===== src/hw/rtl/adl_pkg.sv =====
// Shared types, constants and arctangent table for the arctan distortion block.
`default_nettype none
package adl_pkg;
    localparam int SAMPLE_W = 24;
    localparam int CTRL_W   = 18;
    localparam int OUT_W    = 32;
    localparam int CFG_IDX_W = 2;
    localparam int Z_W      = 22;
    localparam int XY_W     = 28;
    localparam int TABLE_LEN = 30;
    localparam int STEP_W   = 5;

    localparam logic [CFG_IDX_W-1:0] REG_DRIVE_VALUE = 2'd0;
    localparam logic [CFG_IDX_W-1:0] REG_SLOPE_VALUE = 2'd1;
    localparam logic [CFG_IDX_W-1:0] REG_DRIVE_SEL   = 2'd2;
    localparam logic [CFG_IDX_W-1:0] REG_SLOPE_SEL   = 2'd3;

    localparam logic [19:0] D_OFFSET = 20'd419430;
    localparam logic [18:0] D_SCALE  = 19'd419326;
    localparam logic [16:0] ONE_Q16  = 17'd65536;

    typedef enum logic [2:0] {
        ST_IDLE, ST_DIV, ST_CORDIC, ST_FB, ST_SUM, ST_OUT
    } t_state;

    function automatic logic [Z_W-1:0] atan_entry(input logic [STEP_W-1:0] i);
        logic [Z_W-1:0] v;
        case (i)
            5'd0: v = 22'd823550;
            5'd1: v = 22'd486170;
            5'd2: v = 22'd256879;
            5'd3: v = 22'd130396;
            5'd4: v = 22'd65451;
            5'd5: v = 22'd32757;
            5'd6: v = 22'd16383;
            5'd7: v = 22'd8192;
            5'd8: v = 22'd4096;
            5'd9: v = 22'd2048;
            5'd10: v = 22'd1024;
            5'd11: v = 22'd512;
            5'd12: v = 22'd256;
            5'd13: v = 22'd128;
            5'd14: v = 22'd64;
            5'd15: v = 22'd32;
            5'd16: v = 22'd16;
            5'd17: v = 22'd8;
            5'd18: v = 22'd4;
            5'd19: v = 22'd2;
            5'd20: v = 22'd1;
            default: v = '0;
        endcase
        return v;
    endfunction

    function automatic logic [16:0] clip_unit(input logic signed [CTRL_W-1:0] v);
        logic [16:0] r;
        if (v[CTRL_W-1]) r = '0;
        else if (v > $signed({1'b0, ONE_Q16})) r = ONE_Q16;
        else r = v[16:0];
        return r;
    endfunction
endpackage
`default_nettype wire


===== src/hw/rtl/adl_serial_mul.sv =====
// Bit-serial shift-add multiplier: signed multiplicand times unsigned 17-bit multiplier.
`default_nettype none
module adl_serial_mul
    import adl_pkg::*;
(
    input  wire                 i_clk,
    input  wire                 i_rst_n,
    input  wire                 i_start,
    input  wire signed [OUT_W-1:0] i_a,
    input  wire        [16:0]   i_b,
    output logic                o_done,
    output logic signed [49:0]  o_p
);
    logic signed [49:0] r_acc, n_acc, r_a, n_a;
    logic [16:0]        r_b, n_b;
    logic [4:0]         r_cnt, n_cnt;
    logic               r_busy, n_busy;

    always_comb begin
        n_acc = r_acc; n_a = r_a; n_b = r_b; n_cnt = r_cnt; n_busy = r_busy;
        o_done = 1'b0;
        if (i_start) begin
            n_acc = '0; n_a = 50'(i_a); n_b = i_b; n_cnt = '0; n_busy = 1'b1;
        end else if (r_busy) begin
            if (r_b[0]) n_acc = r_acc + r_a;
            n_a = r_a <<< 1;
            n_b = r_b >> 1;
            n_cnt = r_cnt + 1'b1;
            if (r_cnt == 5'd16) begin
                n_busy = 1'b0;
                o_done = 1'b1;
            end
        end
    end

    // the product is complete in the cycle that raises o_done
    assign o_p = n_acc;

    always_ff @(posedge i_clk) begin
        if (!i_rst_n) begin
            r_busy <= 1'b0;
            r_cnt <= '0;
        end else begin
            r_busy <= n_busy;
            r_cnt <= n_cnt;
        end
        r_acc <= n_acc; r_a <= n_a; r_b <= n_b;
    end
endmodule
`default_nettype wire


===== config.mk =====
export PLATFORM = sky130hd
export DESIGN_NAME = adl_serial_mul
export DESIGN_NICKNAME = d
export VERILOG_FILES = /design/src/hw/rtl/adl_pkg.sv /design/src/hw/rtl/adl_serial_mul.sv
export SDC_FILE = /design/constraint.sdc
export NUM_CORES = 1
export LEC_CHECK = 0
export BUFFER_PORTS_ARGS = -buffer_cell sky130_fd_sc_hd__buf_4
export CORE_ASPECT_RATIO = 0.75
export CORE_MARGIN = 2
export CORE_UTILIZATION = 40
export CTS_CLUSTER_DIAMETER = 150
export DETAILED_ROUTE_END_ITERATION = 6
export PLACE_DENSITY_LB_ADDON = 0.1
export SLEW_MARGIN = 20
export SYNTH_ARGS = -nofsm -noshare
export SYNTH_HDL_FRONTEND = slang
export SYNTH_SLANG_ARGS = --single-unit

===== constraint.sdc =====
create_clock -name i_clk -period 4.2 [get_ports i_clk]
set_clock_uncertainty 0.1 [all_clocks]
set_input_delay 0.84 -clock i_clk [delete_from_list [all_inputs] [get_ports i_clk]]
set_output_delay 0.84 -clock i_clk [all_outputs]
set_load 0.1 [all_outputs]

==> reports/results.tsv <==
stage	metric	value	unit
outcome	outcome	finished, violations left	
outcome	violations	setup timing	
clocking	clk_path_buf_depth	2	
global_route	grt.overflow.total	0	
finish	fin_cells	1226	
worst_setup_path	cp_max_fo	3	
sta	hold_viol	0	
clocking	clk_latency	0.43	ns
logic_synthesis	synth_compound_area_share	20.42	%
logic_synthesis	synthMuxAreaShare	7.043	%
logic_synthesis	synth_most_common_cell	nand2_1	
power_and_ir_drop	combPwrFrac	32.5	%
sta	fin_crit_sh	106.9	%
sta	slew_viol_final	0	
finish	antennaDiodeCount	0	
floorplanning	dieArea	0.02055	mm^2
clocking	cts_root_buf	clkbuf_16	
placement	gp_congestion	0.8634	
logic_synthesis	synth_top_cell_by_area	edfxtp_1	
worst_setup_path	path_class	flop to output port	
sta	period_needed	4.488	ns
worst_setup_path	crit_arrival	3.55	ns
power_and_ir_drop	switching_power	1.533	mW
route	wirelength	20900	um
sta	finalSetupViolCount	22	
power_and_ir_drop	internal_power	2.840	mW
logic_synthesis	synth_edf_count	67	
logic_synthesis	syn_area_per_cell	9.538	um^2
global_route	grt_pass1_wl	34450	um
worst_setup_path	end_kind	output port	
sta	max_slew.worst_pin.slew	0.7373	ns
power_and_ir_drop	max-vdd-ir-drop	0.1766	mV
clocking	clkTransAtPathRegs	0.06	ns
placement	dp.cells	1164	
route	ant_nets	0	
power_and_ir_drop	p_sw_share	35.05	%
logic_synthesis	yosysUniqueCellTypes	78	
placement	dpl.hpwl	14800	um
logic_synthesis	synth_xor_area_share	4.287	%
route	drcViolationCount	0	
logic_synthesis	yosys.area.top_type_share	25.91	%
floorplanning	io_pins	103	
worst_setup_path	crit_path_start_kind	flop	
logic_synthesis	async_flop_share	0	%
global_route	grt_max_degree	42	
logic_synthesis	ys_ff_latch	123	
worst_setup_path	cp_data_required_time	3.26	ns
floorplanning	rows	44	
floorplanning	coreArea	0.01921	mm^2
logic_synthesis	ys_top_cells_by_count	nand2_1, a21oi_1, edfxtp_1	
logic_synthesis	syn_area	0.007764	mm^2
floorplanning	die_w	164.9	um
logic_synthesis	ys_warn_count	0	
global_route	antenna_found_initial	0	
power_and_ir_drop	pwr-share-seq	33.8	%
floorplanning	die_h	124.7	um
sta	fin_hold_ws	0.3884	ns
logic_synthesis	ys_top_cells_by_area	edfxtp_1, dfxtp_1, ha_1, mux2_2, a21oi_1	
sta	fin_ws	-0.2879	ns
sta	relSlewSlack	50.85	%
floorplanning	start_util	40.41	%
power_and_ir_drop	p_per_area	412.0	mW/mm^2
route	num_vias	6669	
finish	layout.nets	1064	
sta	fmax	222.8	MHz
route	wl_per_cell	17.05	um
power_and_ir_drop	p_clk_share	33.7	%
logic_synthesis	synth_top_family_by_area	compound AO/OA/AOI/OAI gates	
finish	layout-drive-gt1-share	37.41	%
route	firstDrtPassIters	5	
finish	post-route-util	55.25	%
logic_synthesis	synth_nets	918	
logic_synthesis	yosys.area_share.simple	14.04	%
power_and_ir_drop	power	4.373	mW
logic_synthesis	synth_cells	814	
logic_synthesis	synth_adder_area_share	8.477	%
logic_synthesis	synthFlopType	edfxtp_1	
logic_synthesis	yosysSeqAreaShare	40.35	%
job	max_cap_violations	0	
finish	area_delta_synth_final	36.73	%
sta	rsz0062_at_grt	yes	
hold_path	hold_class	flop to flop	
global_route	grt_pass1_vias	6747	
route	first_iter_violations	425	
placement	port_buffers	102	
clocking	cts_buffers	17	
route	via_per_inst	5.440	
finish	n_fill_cell	1699	
power_and_ir_drop	leakage	4.389	nW
clocking	cts_sinks	123	
placement	dp_slack	-0.06430	ns
clocking	cts_tree	built	
clocking	cts_max_level	4	
global_route	grt.total_usage	21.03	%
[path summary, 6_finish.rpt]
path / to / cells after the start / startpoint / slack [ns]
setup reg to reg: r_acc[48] / 13 / r_a[0] / 1.08
setup / recovery: o_p[48] / 14 / r_a[0] / -0.29
hold reg to reg: r_acc[31] / 2 / r_acc[31] / 0.39
hold / removal: r_acc[31] / 2 / r_acc[31] / 0.39
[through the flow]
stage / TNS [ns] / area [um^2]
6_report: -2.844 / 10620
5_1_grt: -7.313 / 10620
4_1_cts: -3.414 / 10340
3_5_place_dp: -0.09423 / 9102
3_3_place_gp: 0 / 9102
2_1_floorplan: -0.4364 / 7988
[sequential cells by signal (all words and copies together), names as in the netlist]
signal,flops
r_busy,1
r_b,17
r_cnt,5
r_acc,50
r_a,50
[metal layers]
metal / vias up / GRT usage, % / wire length [um]
met5: - / 0 / 0
met3: 20 / 3.863 / 1147
met1: 3194 / 31.43 / 10500
li1: 3266 / - / -
met2: 189 / 30.67 / 9014
met4: 0 / 6.343 / 239
[placed cells by master (no fill, tap or decap), drive strengths merged, types with 8 or more instances in the layout]
| cell | n |
|---|---|
| and3 | 10 |
| clkbuf | 17 |
| dfxtp | 56 |
| nand4 | 13 |
| nand3 | 21 |
| inv | 40 |
| nor2b | 9 |
| o21a | 10 |
| nor3 | 15 |
| ha | 51 |
| edfxtp | 67 |
| a21o | 28 |
| xnor2 | 21 |
| mux2 | 45 |
| xor2 | 17 |
| buf | 172 |
| a211oi | 8 |
| o21ai | 52 |
| nand2 | 107 |
| a21oi | 83 |
| nor2 | 37 |
[kinds of logic (layout without fill, tap and decap cells)]
| family | after synthesis | count (layout) |
|---|---|---|
| AO/OA/AOI/OAI | 237 | 237 |
| XOR/XNOR | 38 | 38 |
| adder cells (fa/ha/maj) | 52 | 52 |
| buffers and inverters | 81 | 240 |
| flip-flops | 123 | 123 |
| multiplexers | 49 | 49 |
| AND/OR/NAND/NOR | 234 | 234 |
[power by group through the flow]
stage	sequential, mW	combinational [mW]	clock [mW]
2_1_floorplan	1.46	0.965	0
3_3_place_gp	1.49	1.23	0
3_5_place_dp	1.49	1.24	0
4_1_cts	1.47	1.36	1.52
5_1_grt	1.49	1.53	1.56
6_report	1.48	1.42	1.48
[worst max-delay path: stages (launching register included)]
cell	delay [ns]
edfxtp_1	0.36
ha_2	0.21
inv_2	0.04
fa_2	0.37
nor2b_4	0.14
o2111ai_2	0.11
nand2_2	0.11
a311oi_4	0.13
o21ai_4	0.20
a31oi_4	0.13
o41ai_4	0.31
a21oi_2	0.11
or3_4	0.39
a311oi_4	0.29
buf_12	0.22
[timing repair]
item,4_1_cts,5_1_grt
pin swaps,32,24
buffers inserted,21,10
setup endpoints to repair,30,35
hold buffers,0,0
resized for setup,103,46
[final cells by class]
type	count	area (um^2)	area share (%)
multi-input combinational	610	4836	45.56
tap	253	316.6	2.982
clock buffer	17	425.4	4.008
clock inverter	15	163.9	1.544
inverter	36	135.1	1.273
sequential	123	3133	29.51
timing repair buffer	172	1605	15.12
(Power assumes the default switching activity.)
