$ cat config.mk
export PLATFORM = sky130hd
export DESIGN_NAME = adl_cordic
export DESIGN_NICKNAME = d
export VERILOG_FILES = /design/src/hw/rtl/adl_pkg.sv /design/src/hw/rtl/adl_cordic.sv
export SDC_FILE = /design/constraint.sdc
export NUM_CORES = 1
export LEC_CHECK = 0
export BUFFER_PORTS_ARGS = -buffer_cell sky130_fd_sc_hd__buf_2
export CAP_MARGIN = 30
export CORE_MARGIN = 10
export CORE_UTILIZATION = 64
export DETAILED_ROUTE_END_ITERATION = 6
export PLACE_DENSITY = 0.83
export SETUP_SLACK_MARGIN = 0.5
export SLEW_MARGIN = 20
export SYNTH_ARGS = -nofsm -noshare
export SYNTH_HDL_FRONTEND = slang
export SYNTH_SLANG_ARGS = --single-unit
$ cat constraint.sdc
create_clock -name i_clk -period 6.6 [get_ports i_clk]
set_clock_uncertainty 0.05 [all_clocks]
set_input_delay 1.32 -clock i_clk [delete_from_list [all_inputs] [get_ports i_clk]]
set_output_delay 1.32 -clock i_clk [all_outputs]
set_load 0.005 [all_outputs]
$ cat src/hw/rtl/adl_pkg.sv
// Shared types, constants and arctangent table for the arctan distortion block.
`default_nettype none
package adl_pkg;
    localparam int SAMPLE_W = 24;
    localparam int CTRL_W   = 18;
    localparam int OUT_W    = 32;
    localparam int CFG_IDX_W = 2;
    localparam int Z_W      = 22;
    localparam int XY_W     = 28;
    localparam int TABLE_LEN = 30;
    localparam int STEP_W   = 5;

    localparam logic [CFG_IDX_W-1:0] REG_DRIVE_VALUE = 2'd0;
    localparam logic [CFG_IDX_W-1:0] REG_SLOPE_VALUE = 2'd1;
    localparam logic [CFG_IDX_W-1:0] REG_DRIVE_SEL   = 2'd2;
    localparam logic [CFG_IDX_W-1:0] REG_SLOPE_SEL   = 2'd3;

    localparam logic [19:0] D_OFFSET = 20'd419430;
    localparam logic [18:0] D_SCALE  = 19'd419326;
    localparam logic [16:0] ONE_Q16  = 17'd65536;

    typedef enum logic [2:0] {
        ST_IDLE, ST_DIV, ST_CORDIC, ST_FB, ST_SUM, ST_OUT
    } t_state;

    function automatic logic [Z_W-1:0] atan_entry(input logic [STEP_W-1:0] i);
        logic [Z_W-1:0] v;
        case (i)
            5'd0: v = 22'd823550;
            5'd1: v = 22'd486170;
            5'd2: v = 22'd256879;
            5'd3: v = 22'd130396;
            5'd4: v = 22'd65451;
            5'd5: v = 22'd32757;
            5'd6: v = 22'd16383;
            5'd7: v = 22'd8192;
            5'd8: v = 22'd4096;
            5'd9: v = 22'd2048;
            5'd10: v = 22'd1024;
            5'd11: v = 22'd512;
            5'd12: v = 22'd256;
            5'd13: v = 22'd128;
            5'd14: v = 22'd64;
            5'd15: v = 22'd32;
            5'd16: v = 22'd16;
            5'd17: v = 22'd8;
            5'd18: v = 22'd4;
            5'd19: v = 22'd2;
            5'd20: v = 22'd1;
            default: v = '0;
        endcase
        return v;
    endfunction

    function automatic logic [16:0] clip_unit(input logic signed [CTRL_W-1:0] v);
        logic [16:0] r;
        if (v[CTRL_W-1]) r = '0;
        else if (v > $signed({1'b0, ONE_Q16})) r = ONE_Q16;
        else r = v[16:0];
        return r;
    endfunction
endpackage
`default_nettype wire

$ cat src/hw/rtl/adl_cordic.sv
// Iterative vectoring CORDIC: one micro-rotation per cycle.
`default_nettype none
module adl_cordic
    import adl_pkg::*;
#(
    parameter int STEPS = 20
) (
    input  wire                        i_clk,
    input  wire                        i_rst_n,
    input  wire                        i_start,
    input  wire signed [SAMPLE_W-1:0]  i_y,
    input  wire        [19:0]          i_x,
    output logic                       o_done,
    output logic signed [Z_W-1:0]      o_z
);
    logic signed [XY_W-1:0] r_x, n_x, r_y, n_y;
    logic signed [Z_W-1:0]  r_z, n_z;
    logic [STEP_W-1:0]      r_i, n_i;
    logic                   r_busy, n_busy;
    logic signed [XY_W-1:0] xs, ys;
    logic [Z_W-1:0]         ang;

    assign xs  = r_x >>> r_i;
    assign ys  = r_y >>> r_i;
    assign ang = atan_entry(r_i);

    always_comb begin
        n_x = r_x; n_y = r_y; n_z = r_z; n_i = r_i; n_busy = r_busy;
        o_done = 1'b0;
        if (i_start) begin
            n_x = XY_W'(i_x);
            n_y = XY_W'(i_y);
            n_z = '0;
            n_i = '0;
            n_busy = 1'b1;
        end else if (r_busy) begin
            if (!r_y[XY_W-1]) begin
                n_x = r_x + ys; n_y = r_y - xs; n_z = r_z + $signed(ang);
            end else begin
                n_x = r_x - ys; n_y = r_y + xs; n_z = r_z - $signed(ang);
            end
            n_i = r_i + 1'b1;
            if (r_i == STEP_W'(STEPS - 1)) begin
                n_busy = 1'b0;
                o_done = 1'b1;
            end
        end
    end

    assign o_z = n_z;

    always_ff @(posedge i_clk) begin
        if (!i_rst_n) begin
            r_busy <= 1'b0;
            r_i <= '0;
        end else begin
            r_busy <= n_busy;
            r_i <= n_i;
        end
        r_x <= n_x; r_y <= n_y; r_z <= n_z;
    end
endmodule
`default_nettype wire

==> reports/metrics.cfg, run 1 <==
[power]
p_leak_uw=0.005795
p_per_area_nw_per_um2=600.0
vdd_ir_drop_max_mv=0.3824
finalPower_uw=8544

[detailed_routing]
drt_iter0_markers=1556
drt-total-wl_mm=39.51
vias_per_cell=6.864
ant_nets=0
dr.pass1.iters=7
drc=5
routedWlPerCell_um=21.30
via_count=12730

[layout]
diodes=0
final_common_cell=nor2_1
final_area_sq_um=14240
multiInputGateArea_sq_um=10080
regArea_sq_um=2575
fin_util_pct=70.14
final_cell_mix=nor2_1 (135), nand2_1 (132), o21ai_0 (113)
drive_gt1_share_pct=16.53
area_delta_synth_final_pct=7.501
nFillCells=1681
final_nets=1722

[yosys]
ys_ff_latch=104
syn-mean-instance-area_sq_um=8.529
syn_nets=1695
yosys.area.top_type=edfxtp_1
synthArstFlopShare_pct=0
syn_inst=1553
synthDistinctLibCells=93
synth_edf_count=48
yosysWarningCount=0
synth_seq_area_share_pct=19.35
synth_top_area_share_pct=10.88
synth-main-ff-cell=dfxtp_1
syn_area_sq_um=13250
ys_top_cells_by_area=edfxtp_1 (11%), mux4_2 (10%), ha_1 (8.7%)

[grt]
grt_max_degree=93
grt_use_total_pct=28.24
grt_overflow=0
grt_pass1_wl_mm=62.13
antenna_found_initial=0
first_global_vias=11920

[worst_setup_path]
cp.required_ns=6.65
reg2reg_to=r_x[17]
critical-path-slowest-cell=mux2i_1
max_stage_delay_ns=0.62
r2r_slack_ns=0.77
reg2reg_depth=19
start_kind=flip-flop
critical_path.max_fanout=51
critPathArrivalTime_ns=5.88
cp-end-kind=flip-flop
critical_path_class=reg -> reg
r2r-start=r_i[2]
cp_cell_sequence=buf_12 -> mux2i_1 -> mux4_2 -> mux2i_1 -> a21oi_1 -> nand2_1 -> nor2_1 -> nor2_1 -> xnor2_1 -> ha_1 -> a21o_1 -> or3_1 -> o21ai_1 -> o31ai_1 -> a21o_1 -> a21oi_1 -> o21bai_1 -> a2111oi_0 -> a221oi_1

[die]
dieArea_sq_um=26850
fp.dieH_um=163.9
fp.dieW_um=163.9
initial_utilization_pct=65.25
pin_count=70
placementRows=52
core-area_sq_um=20300

[timing]
setup_tns_ns=0
fin_crit_ns=5.832
fmax_mhz=171.5
finalCritPeriodShare_pct=88.36
worstMarginPinSlew_ns=1.070
rsz0062_at_grt=false
setup_violations=0
finalHoldViolations=0
slew_viol_final=0
maxSlewHeadroom_pct=28.67

[clock_network]
cts_root_buffer=clkbuf_16
clockBufferDepth=2
cts_buffers=9
cts_tree=built
clock_sinks=104
clk_pin_slew_ns=0.09
htree_levels=3
clk_latency_ns=0.38

[flow_run]
drv_cap=0

[status]
failed_checks=DRC
status=complete, but fails checks

[hold_path]
hold_depth=2
hold-path-endpoint=r_z[0]
worstHoldStart=r_z[0]
hold_class=reg -> reg

[place]
place_area_sq_um=13720
io_buffers=69
place_hpwl_mm=29.12
gp_congestion=1.021

==> per-stage QoR <==
| stage | hold WS (ns) | worst slack [ns] | instances |
|---|---|---|---|
| 6_report | 0.4470 | 0.7681 | 1855 |
| 4_1_cts | 0.4453 | 0.5178 | 1849 |
| 2_1_floorplan | 0.4261 | 1.222 | 1553 |
| 3_3_place_gp | 0.4251 | 0.4975 | 1830 |
| 3_5_place_dp | 0.4282 | 0.2834 | 1831 |
| 5_1_grt | 0.4685 | 0.4908 | 1855 |
==> worst max-delay path: cells and delay by family (launching register included) <==
family,cells,cell delay [ns]
adder cells (fa/ha/maj),1,0.30
buffers and inverters,1,0.30
flip-flops,1,0.49
XOR/XNOR,1,0.18
multiplexers,3,1.31
AO/OA/AOI/OAI,9,1.96
AND/OR/NAND/NOR,4,0.92
==> synth_stat cells, drive strengths merged, types with 42 or more instances <==
master,number
nor2,136
mux2i,66
inv,50
edfxtp,48
xor2,42
mux4,61
nand2,132
o21ai,119
dfxtp,56
a21oi,111
ha,92
clkbuf,55
xnor2,72
==> cells by family (layout without fill, tap and decap cells) <==
family                     count (synthesis)  in the layout  share of synthesized area [%]
DFF                                      104            104                          19.35
muxes                                    161            161                          18.39
and+or+nand+nor                          468            468                          17.32
AOI/OAI and AO/OA                        468            468                          23.08
buffers and inverters                    143            175                          5.177
xor gates and xnor gates                 114            114                          7.538
adders and majority gates                 95             95                          9.144
==> sequential cells by signal (all words and copies together), names as in the netlist <==
| name | flops |
|---|---|
| ang | 20 |
| r_busy | 1 |
| r_i | 5 |
| r_x | 28 |
| r_y | 28 |
| r_z | 22 |
==> where the power goes <==
| group | internal [uW] | leakage (uW) | switching, uW |
|---|---|---|---|
| registers | 1010 | 0.000949 | 407 |
| logic | 2920 | 0.00469 | 3600 |
| clock network | 282 | 0.000156 | 321 |
==> layout make-up <==
cell class	count	area share [%]
multi-input combinational	1306	70.78
sequential	104	18.08
timing repair buffer	108	5.158
tap	270	2.373
clock buffer	9	1.582
inverter	51	1.344
clock inverter	7	0.6766
==> per-layer routing <==
| layer | track usage, % | vias to the layer above | part of all wire, % |
|---|---|---|---|
| li1 | - | 5902 | - |
| met1 | 36.71 | 5989 | 41 |
| met2 | 45.93 | 718 | 46 |
| met3 | 5.857 | 124 | 10 |
| met4 | 9.383 | 0 | 3.4 |
| met5 | 0 | - | 0 |
==> worst max-delay path by stage <==
stage / slack [ns] / cells after the start / endpoint / start
global placement: 0.50 / 21 / r_x[27] / r_i[0]
detailed placement: 0.28 / 20 / r_y[24] / r_i[2]
global route: 0.49 / 22 / r_x[17] / r_i[0]
CTS: 0.52 / 21 / r_x[17] / r_i[0]
finish: 0.77 / 19 / r_x[17] / r_i[2]
floorplan: 1.22 / 21 / r_y[24] / r_i[2]
==> repair_timing <==
| item | 4_1_cts | 5_1_grt |
|---|---|---|
| setup buffers | 2 | 6 |
| hold endpoints to repair | 0 | 0 |
| pin swaps | 0 | 3 |
| gates resized for setup | 5 | 16 |
| endpoints found under the setup margin | 12 | 16 |
| hold buffers | 0 | 0 |
Note: power is estimated with default switching activity, not from simulation.
==> run 2: changes to the inputs <==
--- a/config.mk
+++ b/config.mk
@@ -5,12 +5,14 @@
 export SDC_FILE = /design/constraint.sdc
 export NUM_CORES = 1
 export LEC_CHECK = 0
+export ABC_AREA = 1
 export BUFFER_PORTS_ARGS = -buffer_cell sky130_fd_sc_hd__buf_2
 export CAP_MARGIN = 30
 export CORE_MARGIN = 10
 export CORE_UTILIZATION = 64
 export DETAILED_ROUTE_END_ITERATION = 6
 export PLACE_DENSITY = 0.83
+export REMOVE_ABC_BUFFERS = 1
 export SETUP_SLACK_MARGIN = 0.5
 export SLEW_MARGIN = 20
 export SYNTH_ARGS = -nofsm -noshare
==> reports/metrics.cfg, run 2 <==
[yosys]
syn_area_sq_um=12840
ys_ff_latch=104
ys_top_cells_by_area=nand2_1 (20%), nand3_1 (13%), edfxtp_1 (11%)
syn_inst=2151
synthArstFlopShare_pct=0
yosysWarningCount=0
synth_top_area_share_pct=19.64
synth_edf_count=48
synth_seq_area_share_pct=19.96
synthTopCellsByCount=nand2_1 (672), nand3_1 (342), inv_1 (177)
synthDistinctLibCells=46
synth-main-ff-cell=dfxtp_1
synth_most_common_cell=nand2_1
yosys.area.top_type=nand2_1
syn-mean-instance-area_sq_um=5.970

[timing]
setup_tns_ns=0
setup_violations=0
fin_crit_ns=5.672
maxSlewHeadroom_pct=36.86
slew_viol_final=0
finalHoldViolations=0
worstMarginPinSlew_ns=0.9471
finalCritPeriodShare_pct=85.95
fmax_mhz=176.3
rsz0062_at_grt=false

[worst_setup_path]
max_stage_delay_ns=0.88
critPathArrivalTime_ns=4.30
cp_cell_sequence=clkinv_1 -> nand2_1 -> xnor2_1 -> inv_1 -> ha_1 -> nand2_1 -> nor4_1 -> a21oi_1 -> o21bai_1 -> a21oi_1 -> xor2_1 -> nand2_1 -> o211ai_1 -> inv_1 -> buf_2
critical_path.max_fanout=18
critical-path-slowest-cell=edfxtp_1
critical_path_class=reg -> out
cp-end-kind=output port
reg2reg_depth=23
start_kind=flip-flop
crit_top_cell=nand2_1
cp.required_ns=5.23

[layout]
diodes=0
area_delta_synth_final_pct=5.622
final_cell_mix=nand2_1 (672), nand3_1 (342), inv_1 (176)
reg.largest.list=r_x (28), r_y (28), r_z (22)
nFillCells=1845
final_area_sq_um=13560
final_common_cell=nand2_1
stdcell_count=2433
drive_gt1_share_pct=7.887
fin_util_pct=69.23
final_nets=2305

[detailed_routing]
drt_iter0_markers=1826
ant_nets=0
dr.pass1.iters=6
wl_met2_mm=18.72
met3_length_mm=3.803
vias_per_cell=6.033
drt-met1-wl_mm=17.50
highest_layer=met4
via_count=14680
drc=0
drt-total-wl_mm=41.40
routedWlPerCell_um=17.02

[place]
io_buffers=69
place_hpwl_mm=31.85
gp_congestion=1.017
place_area_sq_um=13210
placed_cells=2416

[grt]
first_global_vias=13290
grt_overflow=0
grt_pass1_wl_mm=66.69
antenna_found_initial=0
grt_use_total_pct=30.64
grt_max_degree=60

[power]
vdd_ir_drop_max_mv=0.5611
p_leak_uw=0.006971
p_per_area_nw_per_um2=619.4

[clock_network]
cts_tree=built
clk_pin_slew_ns=0.09
hold_buffers=0
cts_buffers=9
clk_latency_ns=0.38
cts_root_buffer=clkbuf_16
clock_sinks=104
htree_levels=3
postCtsSetupBuffers=0
cts_resized=0
clockBufferDepth=2

[die]
fp.dieH_um=161.7
initial_utilization_pct=65.55
pin_count=70
core-area_sq_um=19590
placementRows=51
dieArea_sq_um=26130
fp.dieW_um=161.7

[status]
status=complete, no violations

[flow_run]
drv_cap=0

[hold_path]
hold_depth=2
hold_class=reg -> reg

-- run 2: cell types whose count changed after synthesis, sizes merged, moves of 20 or more --
cell / change
a21o: -31
buf: +20
clkbuf: -27
inv: +134
mux2: -34
mux2i: -66
mux4: -61
nand2: +547
nand2b: -34
nand3: +318
nor2: +44
or2: +27
xnor2: -48
-- run 2: path summary, 6_finish.rpt --
kind            from       to  slack [ns]
min          r_x[22]  r_x[22]        0.46
max reg2reg   r_i[1]  r_y[27]        1.30
min reg2reg  r_x[22]  r_x[22]        0.46
max          r_y[27]  o_z[17]        0.93
-- run 2: through the flow --
step | total power, uW | hold slack, ns | worst slack, ns
global placement | 7394 | 0.4245 | 1.536
finish | 8401 | 0.4597 | 0.9276
detailed placement | 7557 | 0.4436 | 1.436
global route | 9234 | 0.4779 | 0.5109
floorplan | 5940 | 0.4119 | 1.265
CTS | 8215 | 0.4571 | 0.9881
-- run 2: where the power goes --
| group | switching (uW) | total, uW | leakage, uW | internal [uW] |
|---|---|---|---|---|
| combinational | 4260 | 6520 | 0.00587 | 2270 |
| sequential | 276 | 1260 | 0.000949 | 988 |
| clock | 330 | 613 | 0.000156 | 283 |
| total | 4860 | 8400 | 0.00697 | 3540 |
-- run 2: metal layers --
layer,up-vias,global-route usage [%]
met5,-,0
met4,0,11.33
met3,107,3.868
met2,772,49.34
met1,6605,41.15
li1,7194,-
-- run 2: final cells by class --
| cell class | count | area, sq um | area share (%) |
|---|---|---|---|
| Clock inverter | 7 | 96.34 | 0.7103 |
| Timing Repair Buffer | 86 | 493.0 | 3.635 |
| Multi-Input combinational cell | 1774 | 9144 | 67.42 |
| Clock buffer | 9 | 225.2 | 1.661 |
| Sequential cell | 104 | 2565 | 18.91 |
| Tap cell | 265 | 331.6 | 2.445 |
| Inverter | 188 | 708.2 | 5.221 |
-- run 2: kinds of logic (layout without fill, tap and decap cells) --
family	count (synthesis)	in the layout	share of synthesized area (%)
adders and majority gates	95	95	9.432
xor gates and xnor gates	69	69	4.706
DFF	104	104	19.96
AOI/OAI and AO/OA	323	323	13.99
and+or+nand+nor	1287	1287	43.08
buffers and inverters	273	290	8.838
-- run 2: critical path: cells and delay by family, from the launching register on --
family / cells / cell delay (ns)
compound gates: 4 / 0.65
simple gates: 4 / 0.89
xor+xnor: 2 / 0.31
buf+inv: 4 / 0.80
flops: 1 / 0.88
fa+ha+maj: 1 / 0.37
